## src/rtl/rpg_pkg.sv

```systemverilog
// ----------------------------------------------------------------------------
// rpg_pkg
// Shared widths, constants, register indexes and types of the rainbow
// pixel generator.
// ----------------------------------------------------------------------------
package rpg_pkg;

   // Field widths
   localparam int ELAPSED_W = 64;
   localparam int STRIP_W   = 8;
   localparam int LED_W     = 16;
   localparam int LUMA_W    = 9;
   localparam int WORD_W    = 32;
   localparam int CHAN_W    = 8;
   localparam int ADDR_W    = 5;

   // Scene constants
   localparam longint unsigned CYCLE_US      = 64'd8000000;
   localparam longint unsigned PERIOD_PIXELS = 64'd64;
   localparam longint unsigned HUE_STEPS     = 64'd1536;
   localparam int unsigned     LUMA_ONE      = 256;
   localparam int unsigned     ROUND_HALF    = 128;
   localparam int unsigned     CHAN_MAX      = 255;

   localparam int HUE_W = $clog2(HUE_STEPS);
   localparam logic [HUE_W-1:0] HUE_VAL = HUE_W'(HUE_STEPS);

   // Elapsed time is reduced modulo the cycle one slice at a time
   localparam int CHUNK_W    = 16;
   localparam int NUM_CHUNKS = ELAPSED_W / CHUNK_W;
   localparam int CYC_W      = $clog2(CYCLE_US + 64'd1);
   localparam int CX_W       = CYC_W + CHUNK_W;
   localparam int CR_W       = CHUNK_W + 2;
   localparam logic [CYC_W-1:0] CYC_VAL   = CYC_W'(CYCLE_US);
   localparam logic [CR_W-1:0]  CYC_RECIP = CR_W'((64'd1 << CX_W) / CYCLE_US);

   // Motion: (rem * HUE_STEPS) / CYCLE_US through a reciprocal
   localparam int MY_W = CYC_W + HUE_W;
   localparam int MK_W = 2 * HUE_W + 2;
   localparam longint unsigned MOT_RECIP = (64'd1 << MY_W) / CYCLE_US;
   localparam logic [MK_W-1:0] MOT_K     = MK_W'(HUE_STEPS * MOT_RECIP);
   localparam int MOTION_LAT = 2 * NUM_CHUNKS + 2;

   // Spatial period
   localparam int PER_W = $clog2(PERIOD_PIXELS + 64'd1);
   localparam int PR_W  = WORD_W + 1;
   localparam logic [PER_W-1:0] PER_VAL      = PER_W'(PERIOD_PIXELS);
   localparam logic [PR_W-1:0]  PER_RECIP    = PR_W'((64'd1 << WORD_W) / PERIOD_PIXELS);
   localparam logic [HUE_W-1:0] HUE_STEP_PER = HUE_W'(HUE_STEPS / PERIOD_PIXELS);
   localparam int SIDE_DLY = MOTION_LAT - 2;

   // Seed hue: seed mod HUE_STEPS through a reciprocal
   localparam int SR_W = WORD_W - HUE_W + 2;
   localparam logic [SR_W-1:0] SEED_RECIP = SR_W'((64'd1 << WORD_W) / HUE_STEPS);

   typedef enum logic [2:0] {
      REG_LUMINANCE       = 3'd0,
      REG_SEED_VALUE      = 3'd1,
      REG_STRIP_OFFSET    = 3'd2,
      REG_STRIPS_IN_USE   = 3'd3,
      REG_LEDS_EACH_STRIP = 3'd4
   } reg_index_type;

   typedef enum logic [2:0] {
      SEC_RISE_GREEN = 3'd0,
      SEC_FALL_RED   = 3'd1,
      SEC_RISE_BLUE  = 3'd2,
      SEC_FALL_GREEN = 3'd3,
      SEC_RISE_RED   = 3'd4,
      SEC_FALL_BLUE  = 3'd5
   } sector_type;

   typedef struct packed {
      logic [LUMA_W-1:0]  luminance;
      logic [HUE_W-1:0]   seed_hue;
      logic [WORD_W-1:0]  strip_offset;
      logic [STRIP_W-1:0] strips_in_use;
      logic [LED_W-1:0]   leds_each_strip;
   } cfg_type;

endpackage

```

## src/rtl/rpg_motion.sv

```systemverilog
// ----------------------------------------------------------------------------
// rpg_motion
// Pipelined motion phase: elapsed time modulo the cycle, reduced one 16-bit
// slice per two stages, then scaled to the hue wheel through a reciprocal.
// ----------------------------------------------------------------------------
module rpg_motion (
   input  logic                          clock,
   input  logic                          reset,
   input  logic                          in_valid,
   input  logic [rpg_pkg::ELAPSED_W-1:0] in_elapsed,
   output logic                          out_valid,
   output logic [rpg_pkg::HUE_W-1:0]     out_motion
);

   localparam int PA_W = rpg_pkg::CX_W + rpg_pkg::CR_W;
   localparam int P2_W = rpg_pkg::CYC_W + rpg_pkg::MK_W;

   logic                          a_valid_ff   [rpg_pkg::NUM_CHUNKS];
   logic [rpg_pkg::ELAPSED_W-1:0] a_elapsed_ff [rpg_pkg::NUM_CHUNKS];
   logic [rpg_pkg::CX_W-1:0]      a_x_ff       [rpg_pkg::NUM_CHUNKS];
   logic [rpg_pkg::CHUNK_W-1:0]   a_q_ff       [rpg_pkg::NUM_CHUNKS];
   logic                          b_valid_ff   [rpg_pkg::NUM_CHUNKS];
   logic [rpg_pkg::ELAPSED_W-1:0] b_elapsed_ff [rpg_pkg::NUM_CHUNKS];
   logic [rpg_pkg::CYC_W-1:0]     b_rem_ff     [rpg_pkg::NUM_CHUNKS];

   for (genvar k = 0; k < rpg_pkg::NUM_CHUNKS; k++) begin : g_chunk
      logic                          val_prev;
      logic [rpg_pkg::ELAPSED_W-1:0] el_prev;
      logic [rpg_pkg::CYC_W-1:0]     rem_prev;
      logic [rpg_pkg::CX_W-1:0]      x_in;
      logic [PA_W-1:0]               prod;
      logic [rpg_pkg::CHUNK_W-1:0]   q_in;
      logic [rpg_pkg::CX_W-1:0]      diff;
      logic [rpg_pkg::CX_W-1:0]      fix;
      logic [rpg_pkg::CYC_W-1:0]     rem_in;

      if (k == 0) begin : g_first
         assign val_prev = in_valid;
         assign el_prev  = in_elapsed;
         assign rem_prev = '0;
      end else begin : g_next
         assign val_prev = b_valid_ff[k-1];
         assign el_prev  = b_elapsed_ff[k-1];
         assign rem_prev = b_rem_ff[k-1];
      end

      // Estimate the slice quotient; exact or one low
      always_comb begin
         x_in = {rem_prev,
                 el_prev[rpg_pkg::ELAPSED_W-1-k*rpg_pkg::CHUNK_W -: rpg_pkg::CHUNK_W]};
         prod = PA_W'(x_in) * PA_W'(rpg_pkg::CYC_RECIP);
         q_in = prod[rpg_pkg::CX_W +: rpg_pkg::CHUNK_W];
      end

      // Subtract the multiple and correct once
      always_comb begin
         diff = a_x_ff[k]
              - rpg_pkg::CX_W'(a_q_ff[k]) * rpg_pkg::CX_W'(rpg_pkg::CYC_VAL);
         if (diff >= rpg_pkg::CX_W'(rpg_pkg::CYC_VAL)) begin
            fix = diff - rpg_pkg::CX_W'(rpg_pkg::CYC_VAL);
         end else begin
            fix = diff;
         end
         rem_in = fix[rpg_pkg::CYC_W-1:0];
      end

      always_ff @(posedge clock) begin
         if (reset) begin
            a_valid_ff[k] <= 1'b0;
            b_valid_ff[k] <= 1'b0;
         end else begin
            a_valid_ff[k] <= val_prev;
            b_valid_ff[k] <= a_valid_ff[k];
         end
      end

      always_ff @(posedge clock) begin
         a_elapsed_ff[k] <= el_prev;
         a_x_ff[k]       <= x_in;
         a_q_ff[k]       <= q_in;
         b_elapsed_ff[k] <= a_elapsed_ff[k];
         b_rem_ff[k]     <= rem_in;
      end
   end

   logic                      m1_valid_ff;
   logic [rpg_pkg::CYC_W-1:0] m1_rem_ff;
   logic [rpg_pkg::HUE_W-1:0] m1_q_ff;
   logic [rpg_pkg::HUE_W-1:0] m1_q_in;
   logic [P2_W-1:0]           m1_prod;
   logic                      motion_valid_ff;
   logic [rpg_pkg::HUE_W-1:0] motion_ff;
   logic [rpg_pkg::HUE_W-1:0] motion_in;
   logic [rpg_pkg::MY_W-1:0]  m2_y;
   logic [rpg_pkg::MY_W-1:0]  m2_rem;

   always_comb begin
      m1_prod = P2_W'(b_rem_ff[rpg_pkg::NUM_CHUNKS-1]) * P2_W'(rpg_pkg::MOT_K);
      m1_q_in = m1_prod[rpg_pkg::MY_W +: rpg_pkg::HUE_W];
   end

   // Bump the estimate when the leftover still holds a whole cycle
   always_comb begin
      m2_y      = rpg_pkg::MY_W'(m1_rem_ff) * rpg_pkg::MY_W'(rpg_pkg::HUE_VAL);
      m2_rem    = m2_y - rpg_pkg::MY_W'(m1_q_ff) * rpg_pkg::MY_W'(rpg_pkg::CYC_VAL);
      motion_in = m1_q_ff
                + rpg_pkg::HUE_W'(m2_rem >= rpg_pkg::MY_W'(rpg_pkg::CYC_VAL));
   end

   always_ff @(posedge clock) begin
      if (reset) begin
         m1_valid_ff     <= 1'b0;
         motion_valid_ff <= 1'b0;
      end else begin
         m1_valid_ff     <= b_valid_ff[rpg_pkg::NUM_CHUNKS-1];
         motion_valid_ff <= m1_valid_ff;
      end
   end

   always_ff @(posedge clock) begin
      m1_rem_ff <= b_rem_ff[rpg_pkg::NUM_CHUNKS-1];
      m1_q_ff   <= m1_q_in;
      motion_ff <= motion_in;
   end

   assign out_valid  = motion_valid_ff;
   assign out_motion = motion_ff;

endmodule

```

## config.mk

```make
export PLATFORM = sky130hd
export DESIGN_NAME = rpg_motion
export DESIGN_NICKNAME = d
export VERILOG_FILES = /design/src/rtl/rpg_pkg.sv /design/src/rtl/rpg_motion.sv
export SDC_FILE = /design/constraint.sdc
export NUM_CORES = 2
export LEC_CHECK = 0
export BUFFER_PORTS_ARGS = -buffer_cell sky130_fd_sc_hd__buf_2
export CORE_UTILIZATION = 50
export DETAILED_ROUTE_END_ITERATION = 16
export GPL_TIMING_DRIVEN = 0
export PLACE_DENSITY = 0.66
export SLEW_MARGIN = 20
export SYNTH_ARGS = -nofsm -noshare
export SYNTH_HDL_FRONTEND = slang
export SYNTH_SLANG_ARGS = --single-unit
```

## constraint.sdc

```tcl
create_clock -name clock -period 7.75 [get_ports clock]
set_input_delay 0.775 -clock clock [delete_from_list [all_inputs] [get_ports clock]]
set_output_delay 0.775 -clock clock [all_outputs]
set_load 0.01 [all_outputs]
```

==> results.yml <==
status:
  status: "finished, violations left"
  violations: "negative setup slack"
floorplan:
  io_pins: 79
  dieHeight_microns: 365
  floorplan.initialDensity: 0.506
  die_w_microns: 365
  fp.coreArea_sq_um: 130000
  row_count: 132
  die_area_sq_um: 133000
worst_setup_path:
  cp.arrival_ps: 8860
  crit_path_top_delay_cell: "fa_1"
  worstPathBufferInverterCount: 5
  worst-setup-path-type: "flop to flop"
  cp_top_family: "adder cells"
  worstPathRequired_ps: 8340
  r2r_cells: 33
  start_kind: "flop"
  endpoint_kind: "flop"
  crit_top_cell: "fa_1"
  path_max_fanout: 7
  cp.depth: 33
  max_stage_delay_ps: 560
synthesis:
  async_reset_ff_frac: 0
  syn_area_sq_um: 65800
  synth-seq-cells: 520
  syn_area_per_cell_sq_um: 10.1
  syn_inst: 6537
  ys_types: 97
  synth_edf_count: 0
  yosysSeqAreaShare: 0.158
  yosysWarnings: 0
  synth_ff_type: "dfxtp_1"
clock_network:
  clock_sinks: 520
  clock_path_buffers: 3
  clockRootBuffer: "clkbuf_16"
  h-tree-depth: 2
  cts_tree: "built"
  insertion_delay_ps: 690
  cts_hold_buffers: 0
  numCtsBuffers: 60
  clk_pin_slew_ps: 60
grt:
  grt_use_total: 0.214
  grt_pass1_wl_mm: 230
  grt_pass1_vias: 47000
  antenna_found_initial: 1
  grt_max_degree: 17
  overflow: 0
final_layout:
  syn2layout_area_growth_pct: 9.92
  final_cell_mix: "1733 x inv_1, 1265 x ha_1, 999 x fa_1"
  layout_commonest_cell: "inv_1"
  nets: 9118
  fillers: 11300
  regArea_sq_um: 10500
  multi_input_area_sq_um: 49500
  antenna_cells: 0
  drive_gt1_frac: 0.0756
timing:
  report.final.slew_viol_count: 0
  rsz0062_at_grt: "true"
  setup-violations-final: 42
  skew_ps: 29.0
  max_freq_mhz: 121
  tightest_slew_ps: 790
  hold_violations: 0
  period_share: 1.07
  slew_headroom: 0.468
  setup_slack_ps: -521
  min_period_ps: 8270
detailed_routing:
  final_antenna_net_count: 0
  drt_iter0_drc: 1435
  routed_via_density: 5.10
  wl_per_cell_microns: 15.8
  dr_total_vias: 43600
  drt_wl_total_mm: 135
  wl_met1_mm: 57.6
  firstDrtPassIters: 5
  drc: 0
  wl_met3_mm: 3.35
  highest_layer: "met4"
  met2WireLength_mm: 70.6
placement:
  io_buffers: 78
  dp_hpwl_mm: 114
  gp_congestion: 0.875
  pre_cts_ws_ps: -1480
worst_hold_path:
  min_path_type: "input pin to flop"
  min_path_cells: 1
flow_run:
  maxCapViolCount: 0
final timing paths:
kind	startpoint	slack [ps]	to
min	in_elapsed[63]	200	a_elapsed_ff[0][63]$_DFF_P_
min reg2reg	a_elapsed_ff[1][2]$_DFF_P_	320	b_elapsed_ff[1][2]$_DFF_P_
max	a_q_ff[2][2]$_DFF_P_	-520	b_rem_ff[2][15]$_DFF_P_
max reg2reg	a_q_ff[2][2]$_DFF_P_	-520	b_rem_ff[2][15]$_DFF_P_
cells by family after synthesis:
kind of cell | Yosys count | synth area share
flops | 520 | 0.158
buf+inv | 1798 | 0.103
mux | 11 | 0.00171
xor+xnor | 286 | 0.0383
simple gates | 757 | 0.0593
fa+ha+maj | 2291 | 0.550
other cells | 1 | 0.0000570
compound gates | 873 | 0.0889
per-layer routing:
layer  vias up  GRT usage
met4         0     0.0595
met1     21500      0.257
met2       519      0.404
met5         -          0
met3       232     0.0191
li1      21400          -
stage by stage:
stage          hold WS, ps  instances  instance area, sq um  TNS (ps)   util
2_1_floorplan          310       6541                 65900         0      -
3_3_place_gp           310       8361                 68400    -50000  0.526
3_5_place_dp           312       8362                 68400    -51680  0.527
4_1_cts                140       8540                 71800    -13190  0.552
5_1_grt                160       8551                 72300    -26670  0.556
6_report               195       8551                 72300    -13140  0.556
what timing repair did:
action	in CTS	in global routing
setup buffers	70	12
gates cloned	2	0
endpoints found under the setup margin	45	49
pin swaps	106	71
gates resized for setup	186	89
flip-flops by register name, summed over array words and instances, names as in the netlist:
name and cells:
a_elapsed_ff 137, a_q_ff 48, a_valid_ff 4, a_x_ff 92
b_elapsed_ff 96, b_rem_ff 92, b_valid_ff 4, m1_q_ff 11
m1_rem_ff 23, m1_valid_ff 1, out_motion 11, out_valid 1
cells in the mapped netlist (51+ instances only):
library cell  instances  area [sq um]
xnor2_1             176          1540
nor2_1              157           589
nand2b_1             51           319
nand2_1             174           653
fa_1               1002         20100
nand3_1              65           325
dfxtp_1             520         10400
inv_1              1759          6600
nor3_1               52           260
a21o_1              130           976
a21oi_1             246          1230
ha_1               1289         16100
xor2_1              109           955
o21ai_0             143           716
area by class of cell:
class | instances | area share
Multi-Input combinational cell | 4223 | 0.685
Sequential cell | 520 | 0.145
Inverter | 1759 | 0.0920
Tap cell | 1742 | 0.0302
Clock buffer | 73 | 0.0226
Timing Repair Buffer | 163 | 0.0151
Clock inverter | 38 | 0.00705
Buffer | 33 | 0.00234
Power is not shown: default switching activity piles up to over one toggle a cycle in this logic, so the estimate is an artifact.
