## src/rtl/rpg_pkg.sv

```systemverilog
// ----------------------------------------------------------------------------
// rpg_pkg
// Shared widths, constants, register indexes and types of the rainbow
// pixel generator.
// ----------------------------------------------------------------------------
package rpg_pkg;

   // Field widths
   localparam int ELAPSED_W = 64;
   localparam int STRIP_W   = 8;
   localparam int LED_W     = 16;
   localparam int LUMA_W    = 9;
   localparam int WORD_W    = 32;
   localparam int CHAN_W    = 8;
   localparam int ADDR_W    = 5;

   // Scene constants
   localparam longint unsigned CYCLE_US      = 64'd8000000;
   localparam longint unsigned PERIOD_PIXELS = 64'd64;
   localparam longint unsigned HUE_STEPS     = 64'd1536;
   localparam int unsigned     LUMA_ONE      = 256;
   localparam int unsigned     ROUND_HALF    = 128;
   localparam int unsigned     CHAN_MAX      = 255;

   localparam int HUE_W = $clog2(HUE_STEPS);
   localparam logic [HUE_W-1:0] HUE_VAL = HUE_W'(HUE_STEPS);

   // Elapsed time is reduced modulo the cycle one slice at a time
   localparam int CHUNK_W    = 16;
   localparam int NUM_CHUNKS = ELAPSED_W / CHUNK_W;
   localparam int CYC_W      = $clog2(CYCLE_US + 64'd1);
   localparam int CX_W       = CYC_W + CHUNK_W;
   localparam int CR_W       = CHUNK_W + 2;
   localparam logic [CYC_W-1:0] CYC_VAL   = CYC_W'(CYCLE_US);
   localparam logic [CR_W-1:0]  CYC_RECIP = CR_W'((64'd1 << CX_W) / CYCLE_US);

   // Motion: (rem * HUE_STEPS) / CYCLE_US through a reciprocal
   localparam int MY_W = CYC_W + HUE_W;
   localparam int MK_W = 2 * HUE_W + 2;
   localparam longint unsigned MOT_RECIP = (64'd1 << MY_W) / CYCLE_US;
   localparam logic [MK_W-1:0] MOT_K     = MK_W'(HUE_STEPS * MOT_RECIP);
   localparam int MOTION_LAT = 2 * NUM_CHUNKS + 2;

   // Spatial period
   localparam int PER_W = $clog2(PERIOD_PIXELS + 64'd1);
   localparam int PR_W  = WORD_W + 1;
   localparam logic [PER_W-1:0] PER_VAL      = PER_W'(PERIOD_PIXELS);
   localparam logic [PR_W-1:0]  PER_RECIP    = PR_W'((64'd1 << WORD_W) / PERIOD_PIXELS);
   localparam logic [HUE_W-1:0] HUE_STEP_PER = HUE_W'(HUE_STEPS / PERIOD_PIXELS);
   localparam int SIDE_DLY = MOTION_LAT - 2;

   // Seed hue: seed mod HUE_STEPS through a reciprocal
   localparam int SR_W = WORD_W - HUE_W + 2;
   localparam logic [SR_W-1:0] SEED_RECIP = SR_W'((64'd1 << WORD_W) / HUE_STEPS);

   typedef enum logic [2:0] {
      REG_LUMINANCE       = 3'd0,
      REG_SEED_VALUE      = 3'd1,
      REG_STRIP_OFFSET    = 3'd2,
      REG_STRIPS_IN_USE   = 3'd3,
      REG_LEDS_EACH_STRIP = 3'd4
   } reg_index_type;

   typedef enum logic [2:0] {
      SEC_RISE_GREEN = 3'd0,
      SEC_FALL_RED   = 3'd1,
      SEC_RISE_BLUE  = 3'd2,
      SEC_FALL_GREEN = 3'd3,
      SEC_RISE_RED   = 3'd4,
      SEC_FALL_BLUE  = 3'd5
   } sector_type;

   typedef struct packed {
      logic [LUMA_W-1:0]  luminance;
      logic [HUE_W-1:0]   seed_hue;
      logic [WORD_W-1:0]  strip_offset;
      logic [STRIP_W-1:0] strips_in_use;
      logic [LED_W-1:0]   leds_each_strip;
   } cfg_type;

endpackage

```

## src/rtl/rpg_color.sv

```systemverilog
// ----------------------------------------------------------------------------
// rpg_color
// Final hue, six-sector wheel to RGB and luminance scaling into the result
// register.
// ----------------------------------------------------------------------------
module rpg_color (
   input  logic                         clock,
   input  logic                         reset,
   input  logic                         in_valid,
   input  logic                         in_ok,
   input  logic [rpg_pkg::HUE_W-1:0]    in_motion,
   input  logic [rpg_pkg::HUE_W-1:0]    in_spatial,
   input  rpg_pkg::cfg_type             cfg,
   output logic                         out_valid,
   output logic [rpg_pkg::CHAN_W-1:0]   out_red,
   output logic [rpg_pkg::CHAN_W-1:0]   out_green,
   output logic [rpg_pkg::CHAN_W-1:0]   out_blue,
   output logic                         out_pixel_valid
);

   localparam int HS_W = rpg_pkg::HUE_W + 2;

   function automatic logic [rpg_pkg::CHAN_W-1:0] scale_chan(
      input logic [rpg_pkg::CHAN_W-1:0] c,
      input logic [rpg_pkg::LUMA_W-1:0] lum
   );
      logic [rpg_pkg::CHAN_W+rpg_pkg::LUMA_W-1:0] prod;
      logic [rpg_pkg::LUMA_W-1:0]                 v;
      prod = (rpg_pkg::CHAN_W + rpg_pkg::LUMA_W)'(c) * (rpg_pkg::CHAN_W + rpg_pkg::LUMA_W)'(lum)
           + (rpg_pkg::CHAN_W + rpg_pkg::LUMA_W)'(rpg_pkg::ROUND_HALF);
      v = prod[rpg_pkg::CHAN_W +: rpg_pkg::LUMA_W];
      if (v > rpg_pkg::LUMA_W'(rpg_pkg::CHAN_MAX)) begin
         return rpg_pkg::CHAN_W'(rpg_pkg::CHAN_MAX);
      end
      return v[rpg_pkg::CHAN_W-1:0];
   endfunction

   logic                      hue_valid_ff;
   logic                      hue_ok_ff;
   logic                      hue_ok_in;
   logic [rpg_pkg::HUE_W-1:0] hue_ff;
   logic [rpg_pkg::HUE_W-1:0] hue_in;
   logic [HS_W-1:0]           hue_sum;
   logic [HS_W-1:0]           hue_wrap;

   always_comb begin
      hue_sum = HS_W'(in_spatial) + HS_W'(cfg.seed_hue) + HS_W'(rpg_pkg::HUE_VAL)
              - HS_W'(in_motion);
      priority if (hue_sum >= HS_W'(2) * HS_W'(rpg_pkg::HUE_VAL)) begin
         hue_wrap = hue_sum - HS_W'(2) * HS_W'(rpg_pkg::HUE_VAL);
      end else if (hue_sum >= HS_W'(rpg_pkg::HUE_VAL)) begin
         hue_wrap = hue_sum - HS_W'(rpg_pkg::HUE_VAL);
      end else begin
         hue_wrap = hue_sum;
      end
      hue_in    = hue_wrap[rpg_pkg::HUE_W-1:0];
      hue_ok_in = in_ok;
   end

   always_ff @(posedge clock) begin
      if (reset) begin
         hue_valid_ff <= 1'b0;
      end else begin
         hue_valid_ff <= in_valid;
      end
   end

   always_ff @(posedge clock) begin
      hue_ff    <= hue_in;
      hue_ok_ff <= hue_ok_in;
   end

   rpg_pkg::sector_type       sector;
   logic [rpg_pkg::CHAN_W-1:0] up;
   logic [rpg_pkg::CHAN_W-1:0] down;
   logic [rpg_pkg::CHAN_W-1:0] wr;
   logic [rpg_pkg::CHAN_W-1:0] wg;
   logic [rpg_pkg::CHAN_W-1:0] wb;
   logic [rpg_pkg::CHAN_W-1:0] red_in;
   logic [rpg_pkg::CHAN_W-1:0] green_in;
   logic [rpg_pkg::CHAN_W-1:0] blue_in;
   logic [rpg_pkg::CHAN_W-1:0] red_ff;
   logic [rpg_pkg::CHAN_W-1:0] green_ff;
   logic [rpg_pkg::CHAN_W-1:0] blue_ff;
   logic                       pixel_valid_ff;
   logic                       rsp_valid_ff;

   always_comb begin
      sector = rpg_pkg::sector_type'(hue_ff[rpg_pkg::HUE_W-1:rpg_pkg::CHAN_W]);
      up     = hue_ff[rpg_pkg::CHAN_W-1:0];
      down   = rpg_pkg::CHAN_W'(rpg_pkg::CHAN_MAX) - up;
      unique case (sector)
         rpg_pkg::SEC_RISE_GREEN: begin
            wr = rpg_pkg::CHAN_W'(rpg_pkg::CHAN_MAX); wg = up; wb = '0;
         end
         rpg_pkg::SEC_FALL_RED: begin
            wr = down; wg = rpg_pkg::CHAN_W'(rpg_pkg::CHAN_MAX); wb = '0;
         end
         rpg_pkg::SEC_RISE_BLUE: begin
            wr = '0; wg = rpg_pkg::CHAN_W'(rpg_pkg::CHAN_MAX); wb = up;
         end
         rpg_pkg::SEC_FALL_GREEN: begin
            wr = '0; wg = down; wb = rpg_pkg::CHAN_W'(rpg_pkg::CHAN_MAX);
         end
         rpg_pkg::SEC_RISE_RED: begin
            wr = up; wg = '0; wb = rpg_pkg::CHAN_W'(rpg_pkg::CHAN_MAX);
         end
         default: begin
            wr = rpg_pkg::CHAN_W'(rpg_pkg::CHAN_MAX); wg = '0; wb = down;
         end
      endcase
      // Drop the color of pixels outside the configured area or above full luminance
      if (hue_ok_ff) begin
         red_in   = scale_chan(wr, cfg.luminance);
         green_in = scale_chan(wg, cfg.luminance);
         blue_in  = scale_chan(wb, cfg.luminance);
      end else begin
         red_in   = '0;
         green_in = '0;
         blue_in  = '0;
      end
   end

   always_ff @(posedge clock) begin
      if (reset) begin
         rsp_valid_ff <= 1'b0;
      end else begin
         rsp_valid_ff <= hue_valid_ff;
      end
   end

   always_ff @(posedge clock) begin
      red_ff         <= red_in;
      green_ff       <= green_in;
      blue_ff        <= blue_in;
      pixel_valid_ff <= hue_ok_ff;
   end

   assign out_valid       = rsp_valid_ff;
   assign out_red         = red_ff;
   assign out_green       = green_ff;
   assign out_blue        = blue_ff;
   assign out_pixel_valid = pixel_valid_ff;

endmodule

```

## config.mk

```make
export PLATFORM = sky130hd
export DESIGN_NAME = rpg_color
export DESIGN_NICKNAME = d
export VERILOG_FILES = /design/src/rtl/rpg_pkg.sv /design/src/rtl/rpg_color.sv
export SDC_FILE = /design/constraint.sdc
export NUM_CORES = 1
export LEC_CHECK = 0
export BUFFER_PORTS_ARGS = -buffer_cell sky130_fd_sc_hd__buf_4
export CORE_MARGIN = 2
export CORE_UTILIZATION = 40
export DETAILED_ROUTE_END_ITERATION = 12
export PLACE_DENSITY = 0.56
export SYNTH_ARGS = -nofsm -noshare
export SYNTH_HDL_FRONTEND = slang
export SYNTH_SLANG_ARGS = --single-unit
```

## constraint.sdc

```tcl
create_clock -name clock -period 6.9 [get_ports clock]
set_input_delay 1.035 -clock clock [delete_from_list [all_inputs] [get_ports clock]]
set_output_delay 1.035 -clock clock [all_outputs]
set_load 0.01 [all_outputs]
```

==> flow_summary.html, run 1 <==
<table>
<tr><th>Metric</th><th>Value</th></tr>
<tr><th colspan="2">Worst setup path</th></tr>
<tr><td>Worst EP required</td><td>7.13 ns</td></tr>
<tr><td>Critical Path AT</td><td>6.52 ns</td></tr>
<tr><td>CP Class</td><td>reg -&gt; reg</td></tr>
<tr><td>Critical Path End Type</td><td>register</td></tr>
<tr><td>Maximum fanout count along the critical path</td><td>18</td></tr>
<tr><td>Category of the worst setup path launch point</td><td>register</td></tr>
<tr><th colspan="2">Synth</th></tr>
<tr><td>Post-synthesis cell area</td><td>8960 um^2</td></tr>
<tr><td>Number of enable flip-flop cells after synthesis</td><td>0</td></tr>
<tr><td>Flop and latch count out of synthesis</td><td>39</td></tr>
<tr><td>Area contributors post-synth</td><td>sky130_fd_sc_hd__fa_1 (30%), sky130_fd_sc_hd__ha_1 (20%), sky130_fd_sc_hd__and2_1 (10%)</td></tr>
<tr><td>Synthesized area per cell</td><td>8.85 um^2</td></tr>
<tr><td>Cell type contributing the most total cell area after synthesis</td><td>sky130_fd_sc_hd__fa_1</td></tr>
<tr><td>Synth Flop Type</td><td>sky130_fd_sc_hd__dfxtp_1</td></tr>
<tr><td>Distinct cell type count after synthesis</td><td>51</td></tr>
<tr><td>Top-area cell type share of the netlist area</td><td>29.9%</td></tr>
<tr><td>Part of the Yosys area used for sequential elements</td><td>8.72%</td></tr>
<tr><td>Synthesis warning total</td><td>0</td></tr>
<tr><td>Mux share of post-synthesis cell area</td><td>0.223%</td></tr>
<tr><td>Basic-gate share of the synthesized area counting and, or, nand and nor cells</td><td>19.4%</td></tr>
<tr><td>Compound-gate portion of the synthesized area</td><td>10.0%</td></tr>
<tr><td>Synth Net Count</td><td>1389</td></tr>
<tr><td>Synthesized-area fraction occupied by xor and xnor cells</td><td>3.00%</td></tr>
<tr><td>Fraction of synthesis flops using an asynchronous set or reset pin</td><td>0%</td></tr>
<tr><td>Number of instances in the synthesized netlist</td><td>1012</td></tr>
<tr><td>Dominant combinational cell family by area after synthesis</td><td>adder cells</td></tr>
<tr><td>Adder-cell area share of the yosys netlist</td><td>49.6%</td></tr>
<tr><th colspan="2">STA</th></tr>
<tr><td>Slew at the pin with the worst max-slew slack</td><td>0.979 ns</td></tr>
<tr><td>Clock Skews</td><td>0.0118 ns</td></tr>
<tr><td>Unrepaired setup endpoints after global routing</td><td>no</td></tr>
<tr><td>Max-Slew Margin vs Limit</td><td>34.6%</td></tr>
<tr><td>Sum Neg Setup Slack</td><td>0 ns</td></tr>
<tr><td>Min cycle time layout</td><td>6.29 ns</td></tr>
<tr><td>Setup Viol. Count Final</td><td>0</td></tr>
<tr><td>Achievable clock frequency</td><td>0.159 GHz</td></tr>
<tr><td>Fraction of the cycle the final worst path needs</td><td>91.1%</td></tr>
<tr><td>Final hold vios</td><td>0</td></tr>
<tr><td>Slew Viols, Final</td><td>0</td></tr>
<tr><th colspan="2">Cells and area</th></tr>
<tr><td>Commonest non-fill, non-tap cell in the layout</td><td>sky130_fd_sc_hd__inv_1</td></tr>
<tr><td>Net count, final</td><td>1452</td></tr>
<tr><td>Synth-to-layout area growth</td><td>11.3%</td></tr>
<tr><td>N_diodes</td><td>0</td></tr>
<tr><td>Leading cell types in the layout, fill and taps excluded</td><td>sky130_fd_sc_hd__inv_1 (185), sky130_fd_sc_hd__and2_1 (145), sky130_fd_sc_hd__ha_1 (141)</td></tr>
<tr><td>Share of cells above drive strength 1</td><td>9.01%</td></tr>
<tr><th colspan="2">GRT</th></tr>
<tr><td>Vias in the first global route</td><td>6946</td></tr>
<tr><td>Overflow left after global routing</td><td>0</td></tr>
<tr><td>Wire length of the first global-routing pass</td><td>33.0 mm</td></tr>
<tr><td>Initial antenna violation count</td><td>0</td></tr>
<tr><td>Pin count of the biggest net entering global routing</td><td>25</td></tr>
<tr><td>Aggregate global-route resource usage</td><td>16.8%</td></tr>
<tr><th colspan="2">CTS</th></tr>
<tr><td>Hold bufs inserted after CTS</td><td>0</td></tr>
<tr><td>Clock insertion delay at the later pin of the skew report</td><td>0.29 ns</td></tr>
<tr><td>Setup Buffers After CTS</td><td>0</td></tr>
<tr><td>Clk root buf</td><td>sky130_fd_sc_hd__clkbuf_16</td></tr>
<tr><td>Post-cts resize count</td><td>0</td></tr>
<tr><td>Clock sink count</td><td>39</td></tr>
<tr><td>CTS buffer count</td><td>5</td></tr>
<tr><td>Clock tree from TritonCTS</td><td>done</td></tr>
<tr><td>Clock slew at reported path FFs</td><td>0.07 ns</td></tr>
<tr><td>Worst-case clock buffer depth</td><td>2</td></tr>
<tr><td>Level count of the clock H-tree</td><td>2</td></tr>
<tr><th colspan="2">Flow run</th></tr>
<tr><td>Number of max-capacitance violations reported</td><td>0</td></tr>
<tr><th colspan="2">Floorplanning</th></tr>
<tr><td>Die W</td><td>154 um</td></tr>
<tr><td>Effective utilization at floorplan</td><td>40.9%</td></tr>
<tr><td>Boundary pin count</td><td>128</td></tr>
<tr><td>Area enclosed by the die boundary</td><td>23600 um^2</td></tr>
<tr><td>Area of the core</td><td>21900 um^2</td></tr>
<tr><td>Number of standard-cell rows in the floorplan</td><td>54</td></tr>
<tr><td>Die height</td><td>154 um</td></tr>
<tr><th colspan="2">Routing</th></tr>
<tr><td>Average wire per cell in the routed design</td><td>13.9 um</td></tr>
<tr><td>Total DRC errors in the routed layout</td><td>0</td></tr>
<tr><td>Antenna violation net count after detailed routing</td><td>0</td></tr>
<tr><td>Detailed Routing Iterations Pass 1</td><td>4</td></tr>
<tr><td>Via density</td><td>4.93</td></tr>
<tr><td>Total vias in the final route</td><td>6685</td></tr>
<tr><td>Post-detailed-routing wire length</td><td>18.8 mm</td></tr>
<tr><td>Starting DRC count in detailed routing</td><td>215</td></tr>
<tr><th colspan="2">Placement</th></tr>
<tr><td>Detailed placement HPWL</td><td>14.9 mm</td></tr>
<tr><td>Global placement routability congestion</td><td>0.769</td></tr>
<tr><td># port buffers</td><td>71</td></tr>
<tr><th colspan="2">Outcome</th></tr>
<tr><td>Outcome</td><td>finished, final reports clean</td></tr>
<tr><th colspan="2">Hold path</th></tr>
<tr><td>Worst min-delay path class</td><td>reg -&gt; reg</td></tr>
</table>
==> Yosys cell counts, drive strengths merged (3+ instances only) <==
library cell	n
a211oi	13
a21o	8
a21oi	37
a31oi	3
and2	146
and3	10
and4	3
clkbuf	27
dfxtp	39
fa	134
ha	141
inv	186
nand2	60
nand2b	6
nand3	9
nand4	3
nor2	42
nor2b	20
nor3	12
o211ai	4
o21a	27
o21ai	21
o22a	8
xnor2	17
xor2	12
==> final timing paths <==
kind                      startpoint                endpoint  slack, ns  depth (start not counted)
max                hue_ff[9]$_DFF_P_  out_blue[1]$_SDFF_PN0_       0.61                         18
min reg2reg  hue_valid_ff$_SDFF_PP0_    out_valid$_SDFF_PP0_       0.45                          1
min          hue_valid_ff$_SDFF_PP0_    out_valid$_SDFF_PP0_       0.45                          1
max reg2reg        hue_ff[9]$_DFF_P_  out_blue[1]$_SDFF_PN0_       0.61                         18
==> cells by family after synthesis <==
logic type | count (synthesis)
AND/OR/NAND/NOR | 319
adder cells (fa/ha/maj) | 275
buffers and inverters | 214
AO/OA/AOI/OAI | 134
flip-flops | 39
XOR/XNOR | 29
multiplexers | 2
==> registers in the layout, summed over array words and instances (netlist names) <==
name,count
out_green,8
out_valid,1
out_blue,8
hue_ok_ff,1
hue_ff,11
out_pixel_valid,1
hue_valid_ff,1
out_red,8
==> per-layer routing <==
layer / global-route usage (%) / vias up / part of all wire, %
li1: - / 3337 / -
met1: 23.4 / 3239 / 48
met5: 0 / - / 0
met2: 29.0 / 97 / 48
met3: 1.13 / 12 / 3.1
met4: 3.28 / 0 / 1.2
==> worst max-delay path, stage by stage, from the launching register on <==
cell and delay, ns:
sky130_fd_sc_hd__dfxtp_1 0.66, sky130_fd_sc_hd__and2_0 0.41, sky130_fd_sc_hd__nor2_1 0.20, sky130_fd_sc_hd__o21ai_1 0.56, sky130_fd_sc_hd__and2_1 0.23, sky130_fd_sc_hd__fa_1 0.44, sky130_fd_sc_hd__fa_1 0.52, sky130_fd_sc_hd__fa_1 0.55
sky130_fd_sc_hd__inv_1 0.06, sky130_fd_sc_hd__fa_1 0.53, sky130_fd_sc_hd__inv_1 0.04, sky130_fd_sc_hd__ha_1 0.34, sky130_fd_sc_hd__a21oi_1 0.18, sky130_fd_sc_hd__o21ai_1 0.12, sky130_fd_sc_hd__a221oi_2 0.46, sky130_fd_sc_hd__a221o_1 0.24
sky130_fd_sc_hd__and2b_1 0.18, sky130_fd_sc_hd__xor2_2 0.32, sky130_fd_sc_hd__o21a_1 0.18
==> area by class of cell <==
type	count	area (um^2)
fillers	2232	11900
multi-input cells	759	7370
flip-flops and latches	39	781
inverters	186	698
repair buffers	84	631
well taps	280	350
clock buffers	7	133
clock inverters	1	5.00
==> through the flow <==
stage,setup WS (ns),util [%],cell area (um^2),hold WS (ns),cells
global route,0.181,45.5,9970,0.457,1356
CTS,0.646,45.5,9970,0.451,1356
global placement,0.709,44.9,9830,0.419,1348
detailed placement,0.664,44.9,9830,0.441,1348
finish,0.613,45.5,9970,0.450,1356
floorplan,1.47,-,8960,0.382,1012
Power of run 1 is left out: the tool's default activity adds up to more than one toggle a clock period on the data nets, which glitch-free logic cannot reach.
==> inputs of run 2 (changes only) <==
- ABC_AREA: unset -> 1
- PLACE_DENSITY: 0.56 -> 0.67
==> run 2 against run 1 <==
Compared with the run above: hold slack worse by 0.044 ns; global-route usage grew 2.0 points; first-iteration DRC count rose by 70%; cell count is 23% higher; register-to-register slack improved by 0.59 ns; clock skew up 0.0049 ns.
==> flow_summary.html, run 2 <==
<table>
<tr><th>Metric</th><th>Value</th></tr>
<tr><th colspan="2">Routing</th></tr>
<tr><td>Total vias in the final route</td><td>8116 (+21%)</td></tr>
<tr><td>Total DRC errors in the routed layout</td><td>0 (unchanged)</td></tr>
<tr><td>Via density</td><td>4.86 (-1.4%)</td></tr>
<tr><td>Post-detailed-routing wire length</td><td>21.5 mm (+14%)</td></tr>
<tr><td>Average wire per cell in the routed design</td><td>12.9 um (-7.2%)</td></tr>
<tr><td>Starting DRC count in detailed routing</td><td>366 (+70%)</td></tr>
<tr><td>Antenna violation net count after detailed routing</td><td>0 (unchanged)</td></tr>
<tr><td>Detailed Routing Iterations Pass 1</td><td>7 (+3)</td></tr>
<tr><th colspan="2">Worst setup path</th></tr>
<tr><td>Slowest stage cell, crit path</td><td>sky130_fd_sc_hd__o21ai_1</td></tr>
<tr><td>CP Class</td><td>reg -&gt; reg</td></tr>
<tr><td>Depth of the worst register-to-register path</td><td>20 (+2)</td></tr>
<tr><td>Critical Path End Type</td><td>register</td></tr>
<tr><td>Category of the worst setup path launch point</td><td>register</td></tr>
<tr><td>Reg-to-reg startpoint</td><td>hue_ff[10]$_DFF_P_</td></tr>
<tr><td>Critical Path AT</td><td>5.85 ns (-0.67 ns)</td></tr>
<tr><td>Crit. path cell count</td><td>20 (+2)</td></tr>
<tr><td>Cells along the critical path</td><td>inv_1, nor2_1, clkinv_1, o21ai_1, nor2_1, fa_1, fa_1, fa_1, inv_1, fa_1, inv_1, ha_1, nand2_1, nand2_1, a31oi_1, nor2_1, nor2_1, nand3_1, nand2_1, a21oi_1</td></tr>
<tr><td>Maximum fanout count along the critical path</td><td>13 (-5)</td></tr>
<tr><td>Worst EP required</td><td>7.05 ns (-0.08 ns)</td></tr>
<tr><td>Reg-to-reg endpoint</td><td>out_blue[5]$_SDFF_PN0_</td></tr>
<tr><td>Critical path's top delay family</td><td>adder cells</td></tr>
<tr><td>Reg-to-reg setup timing slack</td><td>1.20 ns (+0.59 ns)</td></tr>
<tr><td>Largest stage delay on the critical path</td><td>0.66 ns (about the same)</td></tr>
<tr><td>Number of buffers and inverters on the critical path</td><td>4 (+2)</td></tr>
<tr><th colspan="2">Hold path</th></tr>
<tr><td>Worst min-delay path class</td><td>reg -&gt; reg</td></tr>
<tr><td>Number of cells traversed by the worst hold path</td><td>2 (+1)</td></tr>
<tr><td>Endpoint with the worst hold slack</td><td>out_valid$_SDFF_PP0_</td></tr>
<tr><td>Startpoint of the lowest-slack hold path</td><td>hue_valid_ff$_SDFF_PP0_</td></tr>
<tr><th colspan="2">STA</th></tr>
<tr><td>Max-Slew Margin vs Limit</td><td>47.6% (+13 points)</td></tr>
<tr><td>Clock Skews</td><td>0.0168 ns (+0.00492 ns)</td></tr>
<tr><td>Unrepaired setup endpoints after global routing</td><td>no</td></tr>
<tr><td>Min cycle time layout</td><td>5.70 ns (-0.587 ns)</td></tr>
<tr><td>Final hold vios</td><td>0 (unchanged)</td></tr>
<tr><td>Fraction of the cycle the final worst path needs</td><td>82.6% (-8.5 points)</td></tr>
<tr><td>Achievable clock frequency</td><td>0.175 GHz (+10%)</td></tr>
<tr><td>Slew Viols, Final</td><td>0 (unchanged)</td></tr>
<tr><td>Setup Viol. Count Final</td><td>0 (unchanged)</td></tr>
<tr><td>Slew at the pin with the worst max-slew slack</td><td>0.782 ns (-0.197 ns)</td></tr>
<tr><td>Sum Neg Setup Slack</td><td>0 ns (unchanged)</td></tr>
<tr><th colspan="2">Synth</th></tr>
<tr><td>Flop and latch count out of synthesis</td><td>39 (unchanged)</td></tr>
<tr><td>Synth Net Count</td><td>1668 (+20%)</td></tr>
<tr><td>Cell type contributing the most total cell area after synthesis</td><td>sky130_fd_sc_hd__fa_1</td></tr>
<tr><td>Synthesized area per cell</td><td>7.23 um^2 (-18%)</td></tr>
<tr><td>Top-area cell type share of the netlist area</td><td>28.7% (-1.2 points)</td></tr>
<tr><td>Synthesis warning total</td><td>0 (unchanged)</td></tr>
<tr><td>Post-synthesis cell area</td><td>9330 um^2 (+4.2%)</td></tr>
<tr><td>Number of instances in the synthesized netlist</td><td>1291 (+28%)</td></tr>
<tr><td>Dominant cell by count in the synthesized netlist</td><td>sky130_fd_sc_hd__inv_1</td></tr>
<tr><td>Area contributors post-synth</td><td>sky130_fd_sc_hd__fa_1 (29%), sky130_fd_sc_hd__ha_1 (19%), sky130_fd_sc_hd__inv_1 (12%)</td></tr>
<tr><td>Fraction of synthesis flops using an asynchronous set or reset pin</td><td>0% (unchanged)</td></tr>
<tr><td>Number of enable flip-flop cells after synthesis</td><td>0 (unchanged)</td></tr>
<tr><td>Synth Flop Type</td><td>sky130_fd_sc_hd__dfxtp_1</td></tr>
<tr><td>Part of the Yosys area used for sequential elements</td><td>8.36% (-0.35 points)</td></tr>
<tr><td>Top post-synthesis cells by count</td><td>sky130_fd_sc_hd__inv_1 (286), sky130_fd_sc_hd__nor2_1 (228), sky130_fd_sc_hd__nand2_1 (226)</td></tr>
<tr><td>Distinct cell type count after synthesis</td><td>32 (-37%)</td></tr>
<tr><th colspan="2">Cells and area</th></tr>
<tr><td>Net count, final</td><td>1733 (+19%)</td></tr>
<tr><td>Commonest non-fill, non-tap cell in the layout</td><td>sky130_fd_sc_hd__inv_1</td></tr>
<tr><td>Synth-to-layout area growth</td><td>11.4%</td></tr>
<tr><td>Max reg flops</td><td>11 (unchanged)</td></tr>
<tr><td>Leading cell types in the layout, fill and taps excluded</td><td>sky130_fd_sc_hd__inv_1 (286), sky130_fd_sc_hd__nor2_1 (228), sky130_fd_sc_hd__nand2_1 (226)</td></tr>
<tr><td>N_diodes</td><td>0 (unchanged)</td></tr>
<tr><td>Share of cells above drive strength 1</td><td>6.78% (-2.2 points)</td></tr>
<tr><td>Top register by number of flip-flops</td><td>hue_ff</td></tr>
<tr><th colspan="2">Placement</th></tr>
<tr><td>Detailed placement HPWL</td><td>17.8 mm (+19%)</td></tr>
<tr><td>Global placement routability congestion</td><td>0.869 (+13%)</td></tr>
<tr><td># port buffers</td><td>71 (unchanged)</td></tr>
<tr><th colspan="2">CTS</th></tr>
<tr><td>CTS buffer count</td><td>5 (unchanged)</td></tr>
<tr><td>Clk root buf</td><td>sky130_fd_sc_hd__clkbuf_16</td></tr>
<tr><td>Clock slew at reported path FFs</td><td>0.07 ns (about the same)</td></tr>
<tr><td>Clock tree from TritonCTS</td><td>done</td></tr>
<tr><td>Setup Buffers After CTS</td><td>0 (unchanged)</td></tr>
<tr><td>Worst-case clock buffer depth</td><td>2 (unchanged)</td></tr>
<tr><td>Clock sink count</td><td>39 (unchanged)</td></tr>
<tr><td>Post-cts resize count</td><td>0 (unchanged)</td></tr>
<tr><td>Level count of the clock H-tree</td><td>2 (unchanged)</td></tr>
<tr><td>Clock insertion delay at the later pin of the skew report</td><td>0.32 ns (+0.03 ns)</td></tr>
<tr><td>Hold bufs inserted after CTS</td><td>0 (unchanged)</td></tr>
<tr><th colspan="2">Floorplanning</th></tr>
<tr><td>Die height</td><td>157 um (+2.0%)</td></tr>
<tr><td>Die W</td><td>157 um (+2.0%)</td></tr>
<tr><td>Number of standard-cell rows in the floorplan</td><td>55 (+1.9%)</td></tr>
<tr><td>Effective utilization at floorplan</td><td>41.0% (+0.060 points)</td></tr>
<tr><td>Area enclosed by the die boundary</td><td>24600 um^2 (+4.1%)</td></tr>
<tr><td>Boundary pin count</td><td>128 (unchanged)</td></tr>
<tr><td>Area of the core</td><td>22800 um^2 (+4.1%)</td></tr>
<tr><th colspan="2">GRT</th></tr>
<tr><td>Wire length of the first global-routing pass</td><td>37.3 mm (+13%)</td></tr>
<tr><td>Initial antenna violation count</td><td>0 (unchanged)</td></tr>
<tr><td>Overflow left after global routing</td><td>0 (unchanged)</td></tr>
<tr><td>Vias in the first global route</td><td>8051 (+16%)</td></tr>
<tr><td>Pin count of the biggest net entering global routing</td><td>20 (-20%)</td></tr>
<tr><td>Aggregate global-route resource usage</td><td>18.7% (+2.0 points)</td></tr>
<tr><th colspan="2">Flow run</th></tr>
<tr><td>Number of max-capacitance violations reported</td><td>0 (unchanged)</td></tr>
<tr><th colspan="2">Outcome</th></tr>
<tr><td>Outcome</td><td>finished, final reports clean</td></tr>
</table>
-- run 2: cell count changes after synthesis, moves of 12 or more --
cell                       change
sky130_fd_sc_hd__a21oi_1      +15
sky130_fd_sc_hd__and2_1      -145
sky130_fd_sc_hd__nor2_1      +186
sky130_fd_sc_hd__o21a_1       -27
sky130_fd_sc_hd__inv_1       +101
sky130_fd_sc_hd__nand3_1      +37
sky130_fd_sc_hd__o21ai_0      +19
sky130_fd_sc_hd__nor2b_1      -19
sky130_fd_sc_hd__a211oi_1     -12
sky130_fd_sc_hd__nand2_1     +166
-- run 2: logic make-up (layout without fill, tap and decap cells) --
family / after synthesis / in the layout / synth area share (%)
AOI/OAI and AO/OA: 104 / 104 / 5.92
xor gates and xnor gates: 24 / 24 / 2.25
adders and majority gates: 275 / 275 / 47.6
buffers and inverters: 311 / 377 / 12.5
DFF: 39 / 39 / 8.36
and+or+nand+nor: 538 / 538 / 23.3
-- run 2: worst reg2reg max path, stage by stage, from the launching register on --
cell and delay (ns):
sky130_fd_sc_hd__dfxtp_1 0.64, sky130_fd_sc_hd__inv_1 0.10, sky130_fd_sc_hd__nor2_1 0.17, sky130_fd_sc_hd__clkinv_1 0.23
sky130_fd_sc_hd__o21ai_1 0.66, sky130_fd_sc_hd__nor2_1 0.14, sky130_fd_sc_hd__fa_1 0.58, sky130_fd_sc_hd__fa_1 0.44
sky130_fd_sc_hd__fa_1 0.55, sky130_fd_sc_hd__inv_1 0.05, sky130_fd_sc_hd__fa_1 0.52, sky130_fd_sc_hd__inv_1 0.04
sky130_fd_sc_hd__ha_1 0.34, sky130_fd_sc_hd__nand2_1 0.09, sky130_fd_sc_hd__nand2_1 0.07, sky130_fd_sc_hd__a31oi_1 0.29
sky130_fd_sc_hd__nor2_1 0.07, sky130_fd_sc_hd__nor2_1 0.12, sky130_fd_sc_hd__nand3_1 0.08, sky130_fd_sc_hd__nand2_1 0.23
sky130_fd_sc_hd__a21oi_1 0.11
-- run 2: through the flow --
| stage | utilization, % | worst slack, ns | hold slack (ns) | cells | area, um^2 |
|---|---|---|---|---|---|
| after floorplan | - | 1.68 | 0.329 | 1291 | 9330 |
| final | 45.7 | 1.20 | 0.406 | 1670 | 10400 |
| after global placement | 44.9 | 1.08 | 0.391 | 1662 | 10200 |
| after CTS | 45.7 | 1.19 | 0.411 | 1670 | 10400 |
| after detailed placement | 44.9 | 1.06 | 0.402 | 1662 | 10200 |
| after global routing | 45.7 | 0.733 | 0.428 | 1670 | 10400 |
-- run 2: final cells by class --
cell class | instances | area, um^2
Clock buffer | 6 | 139
Multi-Input combinational cell | 941 | 7390
Tap cell | 313 | 392
Timing Repair Buffer | 75 | 563
Sequential cell | 39 | 781
Clock inverter | 2 | 38.8
Fill cell | 2318 | 12400
Inverter | 294 | 1100
-- run 2: layer usage --
layer  global-route usage (%)  vias up  routed length (um)  share of wire (%)
met5                        0        -                   0                  0
met3                     2.38       25                1310                6.1
met4                     4.89        0                 361                1.7
met1                     25.3     3820                9540                 44
li1                         -     4045                   -                  -
met2                     31.7      226               10300                 48
-- run 2: worst max path at each step --
stage / from / to / slack [ns]
final: hue_ff[10]$_DFF_P_ / out_blue[5]$_SDFF_PN0_ / 1.20
after global placement: cfg[69] / out_green[1]$_SDFF_PN0_ / 1.08
after global routing: hue_ff[10]$_DFF_P_ / out_blue[7]$_SDFF_PN0_ / 0.73
after floorplan: cfg[73] / out_green[0]$_SDFF_PN0_ / 1.68
after detailed placement: cfg[69] / out_green[1]$_SDFF_PN0_ / 1.06
after CTS: hue_ff[10]$_DFF_P_ / out_blue[5]$_SDFF_PN0_ / 1.19
Power of run 2 is left out for the same reason.
==> inputs of run 3 (changes only) <==
- clock period: 6.9 -> 5.7 ns (I/O delays scaled with it)
==> run 3 against run 2 <==
Compared with the run above: global-route usage about the same; highest routed layer unchanged; hold slack improved by 0.0013 ns; count of clock-buffer cells in the layout decreased by 1; first-iteration DRC count increased by 33%; die area unchanged; routed wire length decreased by 0.29%; core utilization increased by 0.73 points; critical path depth increased by 3.
==> flow_summary.html, run 3 (same netlist as run 2, synthesis figures left out) <==
<table>
<tr><th>Metric</th><th>Value</th></tr>
<tr><th colspan="2">Routing</th></tr>
<tr><td>Top layer reached by signal wires</td><td>met4</td></tr>
<tr><td>Met1 WL</td><td>9.81 mm (+2.9%)</td></tr>
<tr><td>Starting DRC count in detailed routing</td><td>488 (+33%)</td></tr>
<tr><td>Amount of wire on met3 after detailed routing</td><td>1.33 mm (+1.2%)</td></tr>
<tr><td>Met2 WL</td><td>9.86 mm (-4.2%)</td></tr>
<tr><td>Total DRC errors in the routed layout</td><td>0 (unchanged)</td></tr>
<tr><td>Post-detailed-routing wire length</td><td>21.4 mm (-0.29%)</td></tr>
<tr><td>Average wire per cell in the routed design</td><td>12.7 um (-1.4%)</td></tr>
<tr><td>Total vias in the final route</td><td>8145 (+0.36%)</td></tr>
<tr><td>Antenna violation net count after detailed routing</td><td>0 (unchanged)</td></tr>
<tr><td>Via density</td><td>4.83 (-0.71%)</td></tr>
<tr><td>Detailed Routing Iterations Pass 1</td><td>8 (+1)</td></tr>
<tr><th colspan="2">Cells and area</th></tr>
<tr><td>Max reg flops</td><td>11 (unchanged)</td></tr>
<tr><td>Top register by number of flip-flops</td><td>hue_ff</td></tr>
<tr><td>Net count, final</td><td>1752 (+1.1%)</td></tr>
<tr><td>Commonest non-fill, non-tap cell in the layout</td><td>sky130_fd_sc_hd__inv_1</td></tr>
<tr><td>Synth-to-layout area growth</td><td>13.2%</td></tr>
<tr><td>Share of cells above drive strength 1</td><td>8.65% (+1.9 points)</td></tr>
<tr><td>Final std cells w/o fill</td><td>1688 (+1.1%)</td></tr>
<tr><td>Util after Layout</td><td>46.4% (+0.73 points)</td></tr>
<tr><td>N_diodes</td><td>0 (unchanged)</td></tr>
<tr><td>Leading cell types in the layout, fill and taps excluded</td><td>sky130_fd_sc_hd__inv_1 (286), sky130_fd_sc_hd__nand2_1 (226), sky130_fd_sc_hd__nor2_1 (224)</td></tr>
<tr><td>Number of filler cells placed in the layout</td><td>2244 (-3.2%)</td></tr>
<tr><th colspan="2">Floorplanning</th></tr>
<tr><td>Die height</td><td>157 um (unchanged)</td></tr>
<tr><td>Die W</td><td>157 um (unchanged)</td></tr>
<tr><td>Number of standard-cell rows in the floorplan</td><td>55 (unchanged)</td></tr>
<tr><td>Effective utilization at floorplan</td><td>41.0% (unchanged)</td></tr>
<tr><td>Area of the core</td><td>22800 um^2 (unchanged)</td></tr>
<tr><td>Area enclosed by the die boundary</td><td>24600 um^2 (unchanged)</td></tr>
<tr><td>Boundary pin count</td><td>128 (unchanged)</td></tr>
<tr><th colspan="2">Worst setup path</th></tr>
<tr><td>Category of the worst setup path launch point</td><td>register</td></tr>
<tr><td>Beginning of the critical path</td><td>hue_ff[9]$_DFF_P_</td></tr>
<tr><td>Maximum fanout count along the critical path</td><td>9 (-4)</td></tr>
<tr><td>Reg-to-reg endpoint</td><td>out_green[1]$_SDFF_PN0_</td></tr>
<tr><td>Depth of the worst register-to-register path</td><td>23 (+15%)</td></tr>
<tr><td>Critical Path AT</td><td>5.54 ns (-0.31 ns)</td></tr>
<tr><td>Critical Path End Type</td><td>register</td></tr>
<tr><td>Worst EP required</td><td>5.90 ns (-1.15 ns)</td></tr>
<tr><td>Reg-to-reg setup timing slack</td><td>0.36 ns (-0.84 ns)</td></tr>
<tr><td>CP Class</td><td>reg -&gt; reg</td></tr>
<tr><td>Worst setup path end</td><td>out_green[1]$_SDFF_PN0_</td></tr>
<tr><td>Reg-to-reg startpoint</td><td>hue_ff[9]$_DFF_P_</td></tr>
<tr><th colspan="2">Hold path</th></tr>
<tr><td>Worst min-delay path class</td><td>reg -&gt; reg</td></tr>
<tr><td>Startpoint of the lowest-slack hold path</td><td>hue_valid_ff$_SDFF_PP0_</td></tr>
<tr><th colspan="2">GRT</th></tr>
<tr><td>Pin count of the biggest net entering global routing</td><td>17 (-15%)</td></tr>
<tr><td>Wire length of the first global-routing pass</td><td>37.8 mm (+1.2%)</td></tr>
<tr><td>Initial antenna violation count</td><td>0 (unchanged)</td></tr>
<tr><td>Aggregate global-route resource usage</td><td>18.8% (about the same)</td></tr>
<tr><td>Vias in the first global route</td><td>8222 (+2.1%)</td></tr>
<tr><td>Overflow left after global routing</td><td>0 (unchanged)</td></tr>
<tr><th colspan="2">STA</th></tr>
<tr><td>Clock Skews</td><td>0.00867 ns (-0.00809 ns)</td></tr>
<tr><td>Max-Slew Margin vs Limit</td><td>48.8% (+1.1 points)</td></tr>
<tr><td>Unrepaired setup endpoints after global routing</td><td>no</td></tr>
<tr><td>Slew Viols, Final</td><td>0 (unchanged)</td></tr>
<tr><td>Fraction of the cycle the final worst path needs</td><td>93.7% (+11 points)</td></tr>
<tr><td>Min cycle time layout</td><td>5.34 ns (-0.360 ns)</td></tr>
<tr><td>Achievable clock frequency</td><td>0.187 GHz (+6.7%)</td></tr>
<tr><td>Worst setup margin</td><td>0.361 ns (-0.840 ns)</td></tr>
<tr><td>Setup Viol. Count Final</td><td>0 (unchanged)</td></tr>
<tr><td>Sum Neg Setup Slack</td><td>0 ns (unchanged)</td></tr>
<tr><td>Slew at the pin with the worst max-slew slack</td><td>0.768 ns (-0.0148 ns)</td></tr>
<tr><td>Final hold vios</td><td>0 (unchanged)</td></tr>
<tr><th colspan="2">CTS</th></tr>
<tr><td>Clock insertion delay at the later pin of the skew report</td><td>0.31 ns (about the same)</td></tr>
<tr><td>Hold bufs inserted after CTS</td><td>0 (unchanged)</td></tr>
<tr><td>CTS buffer count</td><td>5 (unchanged)</td></tr>
<tr><td>Level count of the clock H-tree</td><td>2 (unchanged)</td></tr>
<tr><td>Setup Buffers After CTS</td><td>0 (unchanged)</td></tr>
<tr><td>Clock slew at reported path FFs</td><td>0.07 ns (about the same)</td></tr>
<tr><td>Clock sink count</td><td>39 (unchanged)</td></tr>
<tr><td>Clock tree from TritonCTS</td><td>done</td></tr>
<tr><td>Worst-case clock buffer depth</td><td>2 (unchanged)</td></tr>
<tr><td>Clk root buf</td><td>sky130_fd_sc_hd__clkbuf_16</td></tr>
<tr><th colspan="2">Placement</th></tr>
<tr><td>Global placement routability congestion</td><td>0.870 (about the same)</td></tr>
<tr><td>Dpl cells</td><td>1681 (+1.1%)</td></tr>
<tr><td># port buffers</td><td>71 (unchanged)</td></tr>
<tr><td>Dpl ws</td><td>0.384 ns (-0.677 ns)</td></tr>
<tr><td>Detailed placement HPWL</td><td>18.1 mm (+1.4%)</td></tr>
<tr><th colspan="2">Flow run</th></tr>
<tr><td>Number of max-capacitance violations reported</td><td>0 (unchanged)</td></tr>
<tr><th colspan="2">Outcome</th></tr>
<tr><td>Outcome</td><td>finished, final reports clean</td></tr>
</table>
==> run 3: cell count changes in the layout (fill, tap and decap cells not counted), sizes merged <==
cell	delta
buf	+19
clkinvlp	+2
clkbuf	-1
clkinv	-1
inv	-1
==> run 3: final cells by class <==
| cell class | count | area, um^2 | share of cell area (%) |
|---|---|---|---|
| well taps | 313 | 392 | 3.71 |
| multi-input cells | 941 | 7420 | 70.2 |
| clock inverters | 2 | 37.5 | 0.355 |
| repair buffers | 94 | 706 | 6.68 |
| flip-flops and latches | 39 | 781 | 7.39 |
| inverters | 294 | 1110 | 10.5 |
| clock buffers | 5 | 125 | 1.18 |
==> run 3: layer usage <==
layer | global-route usage [%] | up-vias
met5 | 0 | -
met4 | 4.94 | 0
met3 | 3.07 | 26
met2 | 31.1 | 199
met1 | 25.4 | 3824
li1 | - | 4096
==> run 3: worst min path at each step <==
stage / end / slack [ns] / cells past startpoint
CTS: out_valid$_SDFF_PP0_ / 0.41 / 2
global route: out_valid$_SDFF_PP0_ / 0.44 / 2
detailed placement: out_valid$_SDFF_PP0_ / 0.40 / 2
finish: out_valid$_SDFF_PP0_ / 0.41 / 2
floorplan: out_pixel_valid$_DFF_P_ / 0.33 / 0
global placement: out_valid$_SDFF_PP0_ / 0.39 / 2
==> run 3: worst max-delay path, cell delays in order (launching register included) <==
cell	delay, ns
sky130_fd_sc_hd__dfxtp_1	0.42
sky130_fd_sc_hd__nor2_4	0.10
sky130_fd_sc_hd__clkinvlp_4	0.17
sky130_fd_sc_hd__nor2_1	0.06
sky130_fd_sc_hd__nor3_1	0.42
sky130_fd_sc_hd__inv_1	0.28
sky130_fd_sc_hd__nor2_1	0.18
sky130_fd_sc_hd__fa_1	0.45
sky130_fd_sc_hd__fa_1	0.48
sky130_fd_sc_hd__fa_1	0.55
sky130_fd_sc_hd__inv_1	0.05
sky130_fd_sc_hd__fa_1	0.52
sky130_fd_sc_hd__inv_1	0.04
sky130_fd_sc_hd__ha_1	0.34
sky130_fd_sc_hd__a21oi_1	0.23
sky130_fd_sc_hd__nor2_1	0.07
sky130_fd_sc_hd__nor2_1	0.18
sky130_fd_sc_hd__nor2_1	0.06
sky130_fd_sc_hd__nor2_1	0.12
sky130_fd_sc_hd__nand3b_1	0.09
sky130_fd_sc_hd__nand2_1	0.23
sky130_fd_sc_hd__nand2_1	0.09
sky130_fd_sc_hd__nand2_1	0.06
sky130_fd_sc_hd__inv_1	0.04
==> run 3: through the flow <==
stage	area, um^2	hold slack [ns]
floorplan	9330	0.329
global placement	10400	0.391
detailed placement	10400	0.401
CTS	10500	0.412
global route	10600	0.438
finish	10600	0.407
==> run 3: what timing repair did <==
| action | in CTS | in global routing |
|---|---|---|
| endpoints found under the hold margin | 0 | 0 |
| setup endpoints to repair | 0 | 23 |
| gates resized for setup | 0 | 10 |
Power of run 3 is left out for the same reason.
